[src/hw/rtl/vn_pkg.sv]
// ----------------------------------------------------------------------------
// vn_pkg
// Shared constants and types of the vector normalizer.
// ----------------------------------------------------------------------------
`default_nettype none

package vn_pkg;

    localparam int NUM_LANES  = 4;
    localparam int OUT_WIDTH  = 16;
    localparam int DATA_WIDTH = 32;
    localparam int ADDR_WIDTH = 3;

    // Register index, taken from the word address bit of paddr.
    localparam logic REG_FOUR_COMPONENTS = 1'b0;

    // Per-word side information that travels beside the lane pipelines.
    typedef struct packed {
        logic [NUM_LANES-1:0] neg;
        logic [NUM_LANES-1:0] act;
        logic                 zero;
    } t_side;

endpackage

`default_nettype wire

[src/hw/rtl/vn_sq.sv]
// ----------------------------------------------------------------------------
// vn_sq
// Per-lane magnitude and square of the incoming components.
// ----------------------------------------------------------------------------
`default_nettype none

module vn_sq #(
    parameter int W = 16
) (
    input  wire logic                                 i_clk,
    input  wire logic                                 i_en,
    input  wire logic [vn_pkg::NUM_LANES-1:0][W-1:0]  i_comp,
    input  wire logic [vn_pkg::NUM_LANES-1:0]         i_act,
    output logic      [vn_pkg::NUM_LANES-1:0][2*W-2:0] o_sq,
    output logic      [vn_pkg::NUM_LANES-1:0]         o_neg,
    output logic      [vn_pkg::NUM_LANES-1:0]         o_act
);
    import vn_pkg::*;

    logic [NUM_LANES-1:0][W-1:0]   mag;
    logic [NUM_LANES-1:0][2*W-1:0] prod;
    logic [NUM_LANES-1:0][2*W-2:0] r_sq;
    logic [NUM_LANES-1:0]          r_neg;
    logic [NUM_LANES-1:0]          r_act;

    // The most negative code maps to 2^(W-1), which W unsigned bits hold.
    always_comb begin
        for (int l = 0; l < NUM_LANES; l++) begin
            if (!i_act[l]) begin
                mag[l] = '0;
            end else if (i_comp[l][W-1]) begin
                mag[l] = ~i_comp[l] + W'(1);
            end else begin
                mag[l] = i_comp[l];
            end
            prod[l] = mag[l] * mag[l];
        end
    end

    always_ff @(posedge i_clk) begin
        if (i_en) begin
            for (int l = 0; l < NUM_LANES; l++) begin
                r_sq[l] <= prod[l][2*W-2:0];
            end
            r_neg <= i_comp_sign(i_comp);
            r_act <= i_act;
        end
    end

    function automatic logic [NUM_LANES-1:0] i_comp_sign(
        input logic [NUM_LANES-1:0][W-1:0] c
    );
        logic [NUM_LANES-1:0] s;
        for (int l = 0; l < NUM_LANES; l++) begin
            s[l] = c[l][W-1];
        end
        return s;
    endfunction

    assign o_sq  = r_sq;
    assign o_neg = r_neg;
    assign o_act = r_act;

endmodule

`default_nettype wire

[config.mk]
export PLATFORM = sky130hd
export DESIGN_NAME = vn_sq
export DESIGN_NICKNAME = d
export VERILOG_FILES = /design/src/hw/rtl/vn_pkg.sv /design/src/hw/rtl/vn_sq.sv
export SDC_FILE = /design/constraint.sdc
export NUM_CORES = 2
export LEC_CHECK = 0
export ABC_AREA = 1
export BUFFER_PORTS_ARGS = -buffer_cell sky130_fd_sc_hd__buf_4
export CAP_MARGIN = 20
export CORE_ASPECT_RATIO = 1.75
export CORE_MARGIN = 4
export CORE_UTILIZATION = 25
export CTS_BUF_LIST = sky130_fd_sc_hd__clkbuf_16
export DETAILED_ROUTE_END_ITERATION = 8
export HOLD_SLACK_MARGIN = 0.08
export SYNTH_ARGS = -nofsm -noshare
export SYNTH_HDL_FRONTEND = slang
export SYNTH_SLANG_ARGS = --single-unit
[constraint.sdc]
create_clock -name i_clk -period 11.3 [get_ports i_clk]
set_input_delay 2.26 -clock i_clk [delete_from_list [all_inputs] [get_ports i_clk]]
set_output_delay 2.26 -clock i_clk [all_outputs]
set_load 0.01 [all_outputs]
* Word-level counts from Yosys, hierarchy flattened
Index checks and enable logic that the tools add are counted.
** Storage, ports and cells
- Bits in read-only memories :: 0
- Register bits :: 132
- Bits in writable memories :: 0
- Word-level logic and storage cells :: 26
- Input port bits :: 70
- Bits in latches :: 0
- Memories :: 0
- Output and inout port bits :: 132
** Cells by class
- Mux-type cells :: 8
- Shift-type cells :: 0
- Magnitude comparators :: 0
- Equal/unequal tests :: 0
- Div/mod/pow operators :: 0
- Reduce and logical (&&, ||, !) cells :: 0
- Multiply operators :: 4
- Bitwise gates (word level) :: 4
- Add/subtract/negate cells :: 4
** Operators by type and width (count)
- 16-bit 2-to-1 mux :: 8
- 16-bit by 16-bit multiplier with 31-bit output :: 4
- 16-bit by 1-bit adder with 16-bit output, second input constant :: 4
- 16-bit inverter :: 4

* Depth between registers and ports, before layout
- Depth after elaboration :: 5
- Mapped depth :: 35
- Mapped depth without buffers :: 34

* Least setup slack after synthesis
Ideal clock, no wire load.
- Kind :: input-to-reg
- From :: in i_comp[16] in the netlist's numbering
- To :: reg r_sq (netlist bit o_sq[51]), data pin
- Buffers on the path :: 1
- Arrival time :: 8.152 ns
- Stages on the path :: 27
- Data required time :: 11.042 ns
- Setup slack :: 2.890 ns
- Setup time :: 0.258 ns
- Cell sequence :: inv_2 > clkbuf_1 > ha_1 > nand4_2 > o21ai_0 > or2_2 > nand3_1 > nor2_1 > inv_1 > fa_1 > inv_1 > fa_1 > inv_1 > fa_1 > inv_1 > fa_1 > fa_1 > inv_1 > fa_1 > inv_1 > ha_1 > nand2_1 > nor4_1 > nand2_1 > nand2_1 > a21oi_1 > xnor2_1
** RTL lines
- start, declared :: RTL line vn_sq.sv:12 : input wire logic [vn_pkg::NUM_LANES-1:0][W-1:0] i_comp,
- end signal, assigned by index :: RTL line vn_sq.sv:43 : r_sq[l] <= prod[l][2*W-2:0];
- end, declared :: RTL line vn_sq.sv:22 : logic [NUM_LANES-1:0][2*W-2:0] r_sq;

==> run summary <==
================================================================================
TritonCTS clock tree ..............................................         done
Power share of the sequential group ...............................        14.4%
Die span in x .....................................................  289 microns
Area taken by flip-flops and latches ..............................   3840 sq um
Effective utilization at floorplan ................................        25.1%
Total chip power ..................................................      6830 uW
Critical Path End Type ............................................    flip-flop
Post-CTS setup buffer count .......................................            0
Maximum operating frequency .......................................    0.108 GHz
Post-synth top area share .........................................        37.8%
Total wire length .................................................       105 mm
Portion of total power attributed to the clock network ............         8.7%
DRC Markers .......................................................            0
DIE AREA .......................................................... 144000 sq um
Post-synth cell types .............................................           49
Clock root cell ................................................... sky130_fd_sc_hd__clkbuf_16
First-pass detailed-route iteration total .........................            6
Cell with the most instances after synthesis ...................... sky130_fd_sc_hd__inv_1
Final nets ........................................................         5361
Leak pwr ..........................................................    0.0204 uW
Critical Path AT ..................................................      9.60 ns
Average cell area after synthesis .................................   8.57 sq um
Number of nets with antenna violations after routing ..............            0
Row count .........................................................          180
Worst setup slack after layout ....................................      2.02 ns
Normalized max-slew margin ........................................        37.2%
Fill cell count ...................................................        14800
Via count of the first global-routing pass ........................        31000
Number of buffers added on ports ..................................          197
Synth Area in Compound Gates ......................................        4.73%
PostCTS Resize Cnt ................................................            0
CTS Hold Bufs .....................................................            0
Crit path max-delay cell type ..................................... sky130_fd_sc_hd__fa_1
Min Tclk post-route ...............................................      9.28 ns
Required time of the critical path ................................     11.62 ns
Worst hold path type ..............................................    in -> reg
Sw Pwr ............................................................      3750 uW
Total global routing overflow .....................................            0
Layout overhead on the synthesized area ...........................        12.6%
Via-to-Cell Ratio .................................................         4.49
GRT met3 Usage ....................................................        1.71%
Final estimated routing congestion in global placement ............        0.920
Portion of total power attributed to combinational logic ..........        76.9%
Total routing resource utilization after global routing ...........        14.9%
Post-synthesis share of cell area spent on xor and xnor gates .....        3.12%
Slowest Stage Delay on Critical Path ..............................      0.59 ns
Commonest cells in the synthesized netlist ........................ 997 x sky130_fd_sc_hd__inv_1, 652 x sky130_fd_sc_hd__fa_1, 582 x sky130_fd_sc_hd__nand2_1
Dominant combinational cell family by area after synthesis ........  adder cells
Result of the run ................................................. finished, final reports clean
Post-synthesis cell count .........................................         4029
Period Utilization, post-route ....................................        82.1%
Most prevalent standard cell on the critical path ................. sky130_fd_sc_hd__fa_1
Total power per unit cell area ....................................  176 nW/um^2
Portion of the post-synthesis area used by sequential elements ....        11.1%
Wire length of the first global-routing pass ......................       165 mm
EDFF count, synth .................................................          128
FF+latch count, synth .............................................          128
Post-Synth Simple-Gate Area .......................................        17.2%
Count of pins on the block boundary ...............................          202
Power Internal ....................................................      3080 uW
Busiest metal layer after global routing ..........................         met2
Number of buffers on the longest clock path .......................            2
RSZ-0062 raised after global routing ..............................           no
Pre-CTS WS ........................................................      1.56 ns
Global routing met2 resource utilization ..........................        29.1%
Most used flip-flop cell after synthesis .......................... sky130_fd_sc_hd__edfxtp_1
Crit Path Max Fanout ..............................................           18
Largest net degree at the start of global routing .................           69
Final sum of negative setup slack .................................         0 ns
Vertical die dimension ............................................  500 microns
Clock net sink count ..............................................          128
Class of the most critical setup path .............................    in -> reg
Pins Over Slew Limit ..............................................            0
Worst-path clk slew ...............................................      0.07 ns
Number of antenna violations at the first check in global routing .            5
Level count of the clock H-tree ...................................            4
Ratio of cells with drive above 1 in the final layout .............        8.53%
Tightest Pin Transition ...........................................     0.935 ns
Final Hold Slack ..................................................      2.08 ns
Max VDD drop ......................................................     0.140 mV
Post-synth ARST share .............................................           0%
Via count of the routed design ....................................        27400
Top cell type by total area after synthesis ....................... sky130_fd_sc_hd__fa_1
Number of failing setup endpoints in the final timing report ......            0
Netlist area before placement .....................................  34500 sq um
Number of DRC markers after the initial detailed-route iteration ..         1245
Post-synthesis adder-cell area fraction ...........................        51.7%
Count of warnings emitted by yosys ................................            0
Hold Fails Final Rpt ..............................................            0
Total of max-cap violations .......................................            0
Number of buffers added by the clock tree synthesis step ..........           17
Multiplexer share of the synthesized area .........................      0.0290%
Core Box Area ..................................................... 137000 sq um
Top cells by area in the synthesized netlist ...................... sky130_fd_sc_hd__fa_1 38%, sky130_fd_sc_hd__ha_1 14%, sky130_fd_sc_hd__edfxtp_1 11%
Category of the worst setup path launch point ..................... primary input
Placed wire-length estimate .......................................      90.0 mm
GR Util met1 ......................................................        14.6%
Sw frac ...........................................................        54.9%
Multi-input logic area ............................................  26700 sq um
Routed length per instance ........................................ 17.2 microns
================================================================================
[registers in the layout (all words and copies together), names as in the netlist]
register,flops
o_sq,120
o_act,4
o_neg,4
[power groups by stage]
stage          registers [uW]  logic (uW)  clock network, uW
2_1_floorplan            1050        3290                  0
3_3_place_gp              998        5230                  0
3_5_place_dp              988        5240                  0
4_1_cts                   988        5300                618
5_1_grt                  1000        5880                632
6_report                  982        5250                594
[critical path, delay by kind of cell]
kind | cells | cell delay (ns)
AND/OR/NAND/NOR | 9 | 1.97
AO/OA/AOI/OAI | 1 | 0.23
XOR/XNOR | 1 | 0.23
adder cells (fa/ha/maj) | 8 | 3.70
buffers and inverters | 7 | 1.17
[final timing paths]
path	slack [ns]	to	startpoint	cells after the start
worst min-delay path	2.08	o_sq[33]	i_comp[16]	2
worst max-delay path	2.02	o_sq[55]	i_comp[16]	26
[through the flow]
step                utilization, %  instance area, sq um  std cells
finish                        28.3                 38900       6090
global route                  28.3                 38900       6088
CTS                           28.3                 38900       6088
detailed placement            27.9                 38300       6057
global placement              27.9                 38300       6057
floorplan                        -                 34700       4075
[kinds of logic after synthesis]
group / Yosys count
AO/OA/AOI/OAI: 292
XOR/XNOR: 123
adder cells (fa/ha/maj): 1035
buffers and inverters: 1092
flip-flops: 128
multiplexers: 1
other: 2
AND/OR/NAND/NOR: 1356
[cell usage in the layout (no fill, tap or decap), drive strengths merged, types with 88 or more instances in the layout]
cell type  instances
nor2             498
nand2            586
xor2              88
ha               383
fa               652
edfxtp           128
buf              212
inv             1040
nand3            144
a21oi            147
[final cells by class]
cell class	instances	area share [%]
timing repair buffer	212	4.10
clock inverter	14	0.338
antenna	2	0.0129
sequential	128	9.89
clock buffer	17	1.09
multi-input combinational	2855	68.6
inverter	1042	10.1
tap	1820	5.86
[layer usage]
layer	vias up	share of wire [%]
met5	-	0.011
met4	2	7.0
met3	334	3.8
met2	854	55
met1	13500	34
li1	12600	-
(Power assumes the default switching activity.)
