--- config.mk ---
export PLATFORM = sky130hd
export DESIGN_NAME = vn_sum
export DESIGN_NICKNAME = d
export VERILOG_FILES = /design/src/hw/rtl/vn_pkg.sv /design/src/hw/rtl/vn_sum.sv
export SDC_FILE = /design/constraint.sdc
export NUM_CORES = 1
export LEC_CHECK = 0
export ABC_CLOCK_PERIOD_IN_PS = 4800
export BUFFER_PORTS_ARGS = -buffer_cell sky130_fd_sc_hd__buf_2
export CORE_MARGIN = 2
export CORE_UTILIZATION = 52
export CTS_BUF_LIST = sky130_fd_sc_hd__clkbuf_2
export DETAILED_ROUTE_END_ITERATION = 8
export PLACE_DENSITY_LB_ADDON = 0.25
export SLEW_MARGIN = 15
export SYNTH_ARGS = -nofsm -noshare
export SYNTH_HDL_FRONTEND = slang
export SYNTH_SLANG_ARGS = --single-unit
--- constraint.sdc ---
create_clock -name i_clk -period 4.8 [get_ports i_clk]
set_input_delay 0.24 -clock i_clk [delete_from_list [all_inputs] [get_ports i_clk]]
set_output_delay 0.24 -clock i_clk [all_outputs]
set_load 0.01 [all_outputs]
--- src/hw/rtl/vn_pkg.sv ---
// ----------------------------------------------------------------------------
// vn_pkg
// Shared constants and types of the vector normalizer.
// ----------------------------------------------------------------------------
`default_nettype none

package vn_pkg;

    localparam int NUM_LANES  = 4;
    localparam int OUT_WIDTH  = 16;
    localparam int DATA_WIDTH = 32;
    localparam int ADDR_WIDTH = 3;

    // Register index, taken from the word address bit of paddr.
    localparam logic REG_FOUR_COMPONENTS = 1'b0;

    // Per-word side information that travels beside the lane pipelines.
    typedef struct packed {
        logic [NUM_LANES-1:0] neg;
        logic [NUM_LANES-1:0] act;
        logic                 zero;
    } t_side;

endpackage

`default_nettype wire

--- src/hw/rtl/vn_sum.sv ---
// ----------------------------------------------------------------------------
// vn_sum
// Merges the lane squares into the sum of squares and the zero flag.
// ----------------------------------------------------------------------------
`default_nettype none

module vn_sum #(
    parameter int W = 16
) (
    input  wire logic                                  i_clk,
    input  wire logic                                  i_en,
    input  wire logic [vn_pkg::NUM_LANES-1:0][2*W-2:0] i_sq,
    input  wire logic [vn_pkg::NUM_LANES-1:0]          i_neg,
    input  wire logic [vn_pkg::NUM_LANES-1:0]          i_act,
    output logic      [vn_pkg::NUM_LANES-1:0][2*W-2:0] o_sq,
    output logic      [2*W:0]                          o_s,
    output vn_pkg::t_side                              o_side
);
    import vn_pkg::*;

    logic [2*W:0]                  sum;
    logic [NUM_LANES-1:0][2*W-2:0] r_sq;
    logic [2*W:0]                  r_s;
    t_side                         r_side;

    always_comb begin
        sum = (((2*W+1)'(i_sq[0]) + (2*W+1)'(i_sq[1]))
             + ((2*W+1)'(i_sq[2]) + (2*W+1)'(i_sq[3])));
    end

    always_ff @(posedge i_clk) begin
        if (i_en) begin
            r_sq        <= i_sq;
            r_s         <= sum;
            r_side.neg  <= i_neg;
            r_side.act  <= i_act;
            r_side.zero <= (sum == '0);
        end
    end

    assign o_sq   = r_sq;
    assign o_s    = r_s;
    assign o_side = r_side;

endmodule

`default_nettype wire

; ---- Word level (Yosys, flattened, before mapping)
; Cells that the tools add are included.
[totals]
regBits = 166
inputBits = 134
word_cells = 12
output_inout_bits = 166
[op_classes]
n_addsub = 3
n_reduce_logical = 1
[ops]
columns = operator, count
row1 = 31-bit by 31-bit adder with 32-bit output, 2
row2 = 32-bit by 32-bit adder with 33-bit output, 1
row3 = 33-bit zero test, 1

; ---- Depth between registers and ports, before layout
; Gate-level depths: netlist of run 1.
[logic_depth]
word_depth = 3
ltp_mapped = 15
depth_no_buf = 14

; ---- Worst setup path after synthesis of run 1
; No wires, ideal clock.
[synth_path]
path_kind = input port to flip-flop
startpoint = input i_sq[1] (netlist name)
endpoint = register r_side (netlist bit o_side[0]) (data pin)
stages = 13
arrival_ns = 4.057
path_buffers = 0
setup_ns = 0.170
required_ns = 4.630
path_slack_ns = 0.574
path_cell_list = fa_1 fa_1 ha_1 fa_1 a21o_1 a31o_1 a211oi_1 nor3_1 nand4bb_1 a21o_1 a2111o_1 or4_1 nor4_2
[synth_via]
elab_chain_cells = 3
[synth_lines]
columns = item, line
row1 = from (decl), vn_sum.sv:12  ; input wire logic [vn_pkg::NUM_LANES-1:0][2*W-2:0] i_sq,
row2 = 31-bit by 31-bit adder with 32-bit output, vn_sum.sv:27  ; sum = (((2*W+1)'(i_sq[0]) + (2*W+1)'(i_sq[1]))
row3 = 32-bit by 32-bit adder with 33-bit output, vn_sum.sv:28  ; + ((2*W+1)'(i_sq[2]) + (2*W+1)'(i_sq[3])));
row4 = 33-bit zero test, vn_sum.sv:37  ; r_side.zero <= (sum == '0);
row5 = to (decl), vn_sum.sv:24  ; t_side r_side;
; No other way between the ends.
; A chain may end at the register's enable or synchronous reset.

; ---- Worst setup path after layout of run 1
; Ends and elaborated chain as after synthesis.

==> results of run 1 <==
==> cell usage after synthesis (4+ instances only) <==
cell / n
a21oi_1: 36
edfxtp_1: 166
nor3_1: 6
o21a_1: 4
nor2_1: 17
o21ai_0: 16
clkbuf_1: 7
a211oi_1: 7
xnor2_1: 15
inv_1: 182
o211ai_1: 5
and2_1: 4
and3_1: 6
nand3_1: 11
ha_1: 32
a21o_1: 10
xor2_1: 7
fa_1: 62
nand2_1: 26
o21bai_1: 7
==> flip-flops by register name, summed over array words and instances (netlist names) <==
| register | flops |
|---|---|
| o_s | 33 |
| o_side | 9 |
| o_sq | 124 |
==> power by group <==
| group | switching, mW | total, mW | internal, mW |
|---|---|---|---|
| clock | 0.520 | 0.828 | 0.309 |
| sequential | 0.0572 | 1.95 | 1.90 |
| combinational | 1.19 | 2.00 | 0.815 |
| total | 1.76 | 4.78 | 3.02 |
==> path summary, 6_finish.rpt <==
path	to	slack [ps]	cells after the start	start
worst max-delay path	o_side[0]	290	15	i_sq[1]
worst min-delay path	o_sq[53]	80	1	i_en
==> final cells by class <==
cell class	instances	area (µm²)	share of cell area, %
inverter	182	683	5.62
clock buffer	18	90.1	0.741
tap	220	275	2.27
clock inverter	14	189	1.55
multi-input combinational	319	3060	25.2
sequential	166	4980	41.0
timing repair buffer	437	2870	23.6
antenna	1	2.50	0.0206
==> stage by stage <==
step                worst slack (ps)  instances  power [mW]
floorplan                        574        675        3.20
global placement                 229       1192        3.85
detailed placement               160       1192        3.87
CTS                              398       1356        4.79
global route                     195       1357        5.09
finish                           294       1357        4.78
==> what timing repair did <==
item,4_1_cts,5_1_grt
endpoints found under the hold margin,134,0
hold buffers,132,0
resized for setup,0,0
==> kinds of logic after synthesis <==
group                    share of synthesized area [%]
AO/OA/AOI/OAI                                     8.39
XOR/XNOR                                          2.20
AND/OR/NAND/NOR                                   5.49
flip-flops                                        56.9
multiplexers                                     0.114
buffers and inverters                             8.16
adder cells (fa/ha/maj)                           18.7
==> per-layer routing <==
| layer | GRT usage [%] | vias to the layer above |
|---|---|---|
| met5 | 0 | - |
| met4 | 7.39 | 0 |
| met3 | 6.27 | 24 |
| met2 | 45.7 | 288 |
| met1 | 29.3 | 3263 |
| li1 | - | 3169 |
==> impl_metrics.tcl, run 1 <==
set metrics [dict create \
    wl_met2_um 11400 \
    synth_area_per_cell_um2 13.0 \
    slew_viol_final 0 \
    clockBufferDepth 2 \
    ys.flop_type "edfxtp_1" \
    yosysSeqAreaShare_pct 56.9 \
    grt_start_max_net_pins 94 \
    wl_um 21700 \
    die_x_um 134 \
    cap_violations 0 \
    path_buf_inv 2 \
    antenna_found_initial 1 \
    crit_path_top_delay_cell "fa_1" \
    grt_overflow_total 0 \
    start_util_pct 53.0 \
    synth_edf_count 166 \
    setup_tns_ps 0 \
    drtIter0Drc 364 \
    dpl.hpwl_um 15100 \
    p_leak_nw 5.71 \
    cts_tree "yes" \
    num-fill-cells 1128 \
    via_per_inst 4.97 \
    hp-class "primary input to flip-flop" \
    netlist_area_mm2 0.00876 \
    layout.nets 1351 \
    timing.fmax_ghz 0.222 \
    slew_headroom_pct 44.0 \
    grt_pass1_wl_um 34800 \
    cpMostUsedCell "fa_1" \
    cp_top_family "adder cells" \
    layout-drive-gt1-share_pct 30.3 \
    critical_path.cell_chain "dlygate4sd3_1 -> buf_2 -> fa_1 -> fa_1 -> ha_1 -> fa_1 -> a21o_1 -> a31o_1 -> a211oi_1 -> nor3_1 -> nand4bb_1 -> a21o_1 -> a2111o_1 -> or4_1 -> nor4_2" \
    synth_top_cell_by_area "edfxtp_1" \
    final_hold_viol_count 0 \
    placed_cell_area_mm2 0.0106 \
    grt_pass1_vias 7159 \
    crit_type "primary input to flip-flop" \
    m1WireLength_um 8250 \
    power.density_mw_per_mm2 394 \
    post_drt_wl_per_cell_um 16.0 \
    synth_nets 903 \
    met3_length_um 1670 \
    die_h_um 134 \
    final_cell_mix "buf_2, inv_1, edfxtp_1, dlygate4sd3_1, fa_1" \
    finalCoreUtilization_pct 73.5 \
    highest_layer "met4" \
    yosysWarnings 0 \
    firstDrtPassIters 5 \
    hold_ws_ps 75.9 \
    ys_seq_elements 166 \
    worst_pin_slew_ps 840 \
    rsz0062_at_grt "no" \
    ir_drop_v 0.000180 \
    cp-end-kind "flip-flop" \
    area_growth_pct 38.8 \
    design_area_mm2 0.0122 \
    status "completed" \
    final_common_cell "buf_2" \
    synth_cell_types 56 \
    vias 6744 \
    ys_top_cells_by_area "edfxtp_1, fa_1, inv_1, ha_1, a21oi_1" \
    clk_pin_slew_worst_paths_ps 240 \
    drc 0 \
    die_area_mm2 0.0179 \
    slowest_delay_ps 570 \
    crit_fanout 3 \
    cp-start-kind "primary input" \
    post-cts-setup-buffer-count 0 \
    gp_congestion 0.918 \
    cts_made_buffers 17 \
    yosysTopAreaCellShare_pct 56.9 \
    clock_sinks 166 \
    min_period_ps 4510 \
    fin_crit_sh_pct 93.9 \
    ant_nets 0 \
    ctsHtreeMaxLevel 4 \
    track_usage_pct 25.1 \
    rows 47 \
    design.core.area_mm2 0.0165 \
    cp.required_ps 5350 \
    synthArstFlopShare_pct 0 \
    port_buffers 299 \
    cts_root_buf "clkbuf_2" \
    io_pins 300 \
    synthCells 675 \
    arrival_ps 5060 \
    finalSetupViolations 0 \
]
(Power assumes the default switching activity.)
==> run 2: changes to the inputs <==
--- a/config.mk
+++ b/config.mk
@@ -5,10 +5,11 @@
 export SDC_FILE = /design/constraint.sdc
 export NUM_CORES = 1
 export LEC_CHECK = 0
+export ABC_AREA = 1
 export ABC_CLOCK_PERIOD_IN_PS = 4800
 export BUFFER_PORTS_ARGS = -buffer_cell sky130_fd_sc_hd__buf_2
 export CORE_MARGIN = 2
-export CORE_UTILIZATION = 52
+export CORE_UTILIZATION = 53
 export CTS_BUF_LIST = sky130_fd_sc_hd__clkbuf_2
 export DETAILED_ROUTE_END_ITERATION = 8
 export PLACE_DENSITY_LB_ADDON = 0.25
==> run 2 against run 1 <==
Setup slack better by 1100 ps. Wire length increased by 13%. Maximum frequency rose by 33%. Sequential power hardly changed. Non-clock buffer count fell by 3. Synthesized cell count up 35%. Design area grew 4.3%. Clock power shrank 16%. Cell count grew 18%. Die area up 4.5%. Core utilization is essentially flat. Critical endpoint unchanged. Largest cell class unchanged. Largest power group unchanged.
==> impl_metrics.tcl, run 2 <==
set metrics [dict create \
    hold_ws_ps 152 \
    start_util_pct 54.2 \
    netlist_area_mm2 0.00934 \
    synth_edf_count 166 \
    min_period_ps 3390 \
    power.density_mw_per_mm2 377 \
    drtIter0Drc 560 \
    final_common_cell "buf_2" \
    crit_fanout 4 \
    worst_pin_slew_ps 885 \
    synth.most_common_cell "inv_1" \
    final_hold_viol_count 0 \
    ir_drop_v 0.000203 \
    firstDrtPassIters 5 \
    cp-end-kind "flip-flop" \
    layout.nets 1589 \
    ctsResizeCount 0 \
    clockBufferDepth 2 \
    antenna_found_initial 1 \
    crit_path_top_delay_cell "fa_1" \
    num-fill-cells 1266 \
    hp-class "primary input to flip-flop" \
    yosysSeqAreaShare_pct 53.4 \
    slew_headroom_pct 41.0 \
    ant_nets 0 \
    layout-drive-gt1-share_pct 25.7 \
    vias 7607 \
    largest_reg_flops 124 \
    wl_um 24400 \
    die_area_mm2 0.0187 \
    grt_start_max_net_pins 92 \
    arrival_ps 4050 \
    synthArstFlopShare_pct 0 \
    grt_overflow_total 0 \
    ys_top_cells_by_area "edfxtp_1, fa_1, inv_1, nand2_1, ha_1" \
    dpl.hpwl_um 17600 \
    synth_cell_types 26 \
    synth_nets 1136 \
    status "completed" \
    grt_pass1_vias 7735 \
    cp-start-kind "primary input" \
    cts_made_buffers 17 \
    track_usage_pct 26.5 \
    yosysTopAreaCellShare_pct 53.4 \
    ys_top_cells_by_count "inv_1, nand2_1, edfxtp_1" \
    clk_pin_slew_worst_paths_ps 260 \
    crit_type "primary input to flip-flop" \
    synth_area_per_cell_um2 10.3 \
    ys.flop_type "edfxtp_1" \
    timing.fmax_ghz 0.295 \
    grt_pass1_wl_um 37200 \
    rsz0062_at_grt "no" \
    ctsHtreeMaxLevel 4 \
    post-cts-setup-buffer-count 0 \
    via_per_inst 4.75 \
    design.core.area_mm2 0.0172 \
    io_pins 300 \
    critical_path.cell_chain "dlygate4sd3_1 -> buf_2 -> fa_1 -> fa_1 -> ha_1 -> fa_1 -> nand2_1 -> nand2_1 -> nand3_1 -> nand2_2 -> xnor2_1 -> nand3_1 -> nor2_1 -> nand3_1 -> nor2_1 -> nand2_1 -> nor2_1" \
    slew_viol_final 0 \
    fin_crit_sh_pct 70.6 \
    ys_seq_elements 166 \
    gp_congestion 0.942 \
    final_cell_mix "buf_2, inv_1, nand2_1, edfxtp_1, dlygate4sd3_1" \
    die_x_um 137 \
    post_drt_wl_per_cell_um 15.3 \
    cp.required_ps 5460 \
    setup_tns_ps 0 \
    p_leak_nw 6.47 \
    die_h_um 137 \
    clock_sinks 166 \
    area_growth_pct 35.7 \
    drc 0 \
    synth_top_cell_by_area "edfxtp_1" \
    synthCells 908 \
    cap_violations 0 \
    cts_tree "yes" \
    yosysWarnings 0 \
    rows 48 \
    slowest_delay_ps 550 \
    cts_root_buf "clkbuf_2" \
    finalSetupViolations 0 \
    cts_hold_buffers 133 \
    port_buffers 299 \
    p_total_mw 4.78 \
]
-- run 2: logic make-up (layout without fill, tap and decap cells) --
group / after synthesis / in the layout / synth area share, %
other cells: 0 / 1 / 0
compound gates: 29 / 29 / 1.69
buf+inv: 278 / 744 / 11.2
simple gates: 327 / 327 / 14.9
fa+ha+maj: 94 / 94 / 17.6
xor+xnor: 14 / 14 / 1.31
flops: 166 / 166 / 53.4
-- run 2: routing by layer --
metal | GRT usage [%] | routed length [µm] | share of wire, % | vias to the layer above
li1 | - | - | - | 3679
met1 | 32.2 | 9640 | 39 | 3570
met2 | 46.2 | 12000 | 49 | 319
met3 | 7.11 | 2290 | 9.4 | 39
met4 | 8.45 | 504 | 2.1 | 0
met5 | 0 | 0 | 0 | -
-- run 2: cell type report --
cell class | instances | area [µm²] | share of cell area (%)
well taps | 225 | 282 | 2.22
clock buffers | 17 | 85.1 | 0.671
inverters | 278 | 1040 | 8.23
flip-flops and latches | 166 | 4980 | 39.3
repair buffers | 434 | 2850 | 22.5
diodes | 1 | 2.50 | 0.0197
multi-input cells | 464 | 3310 | 26.1
clock inverters | 15 | 119 | 0.938
-- run 2: power by group --
part	total, mW	internal (mW)	switching, mW
sequential	1.94	1.88	0.0550
combinational	2.15	0.788	1.36
clock	0.695	0.149	0.546
-- run 2: final timing paths --
check                start        end  cells after the start
hold / removal    i_sq[10]   o_sq[10]                      2
setup / recovery   i_sq[1]  o_side[0]                     17
-- run 2: through the flow --
stage	setup WS [ps]	instance area, µm²	util [%]	std cells
floorplan	1840	9340	-	908
global placement	1170	11100	64.6	1434
detailed placement	1230	11100	64.6	1434
CTS	1500	12700	73.5	1599
global route	1290	12700	73.6	1600
finish	1410	12700	73.6	1600
-- run 2: critical path, delay by kind of cell --
| kind | cells | cell delay (ps) |
|---|---|---|
| buffers and inverters | 2 | 680 |
| and+or+nand+nor | 10 | 1130 |
| adders and majority gates | 4 | 1720 |
| xor gates and xnor gates | 1 | 270 |
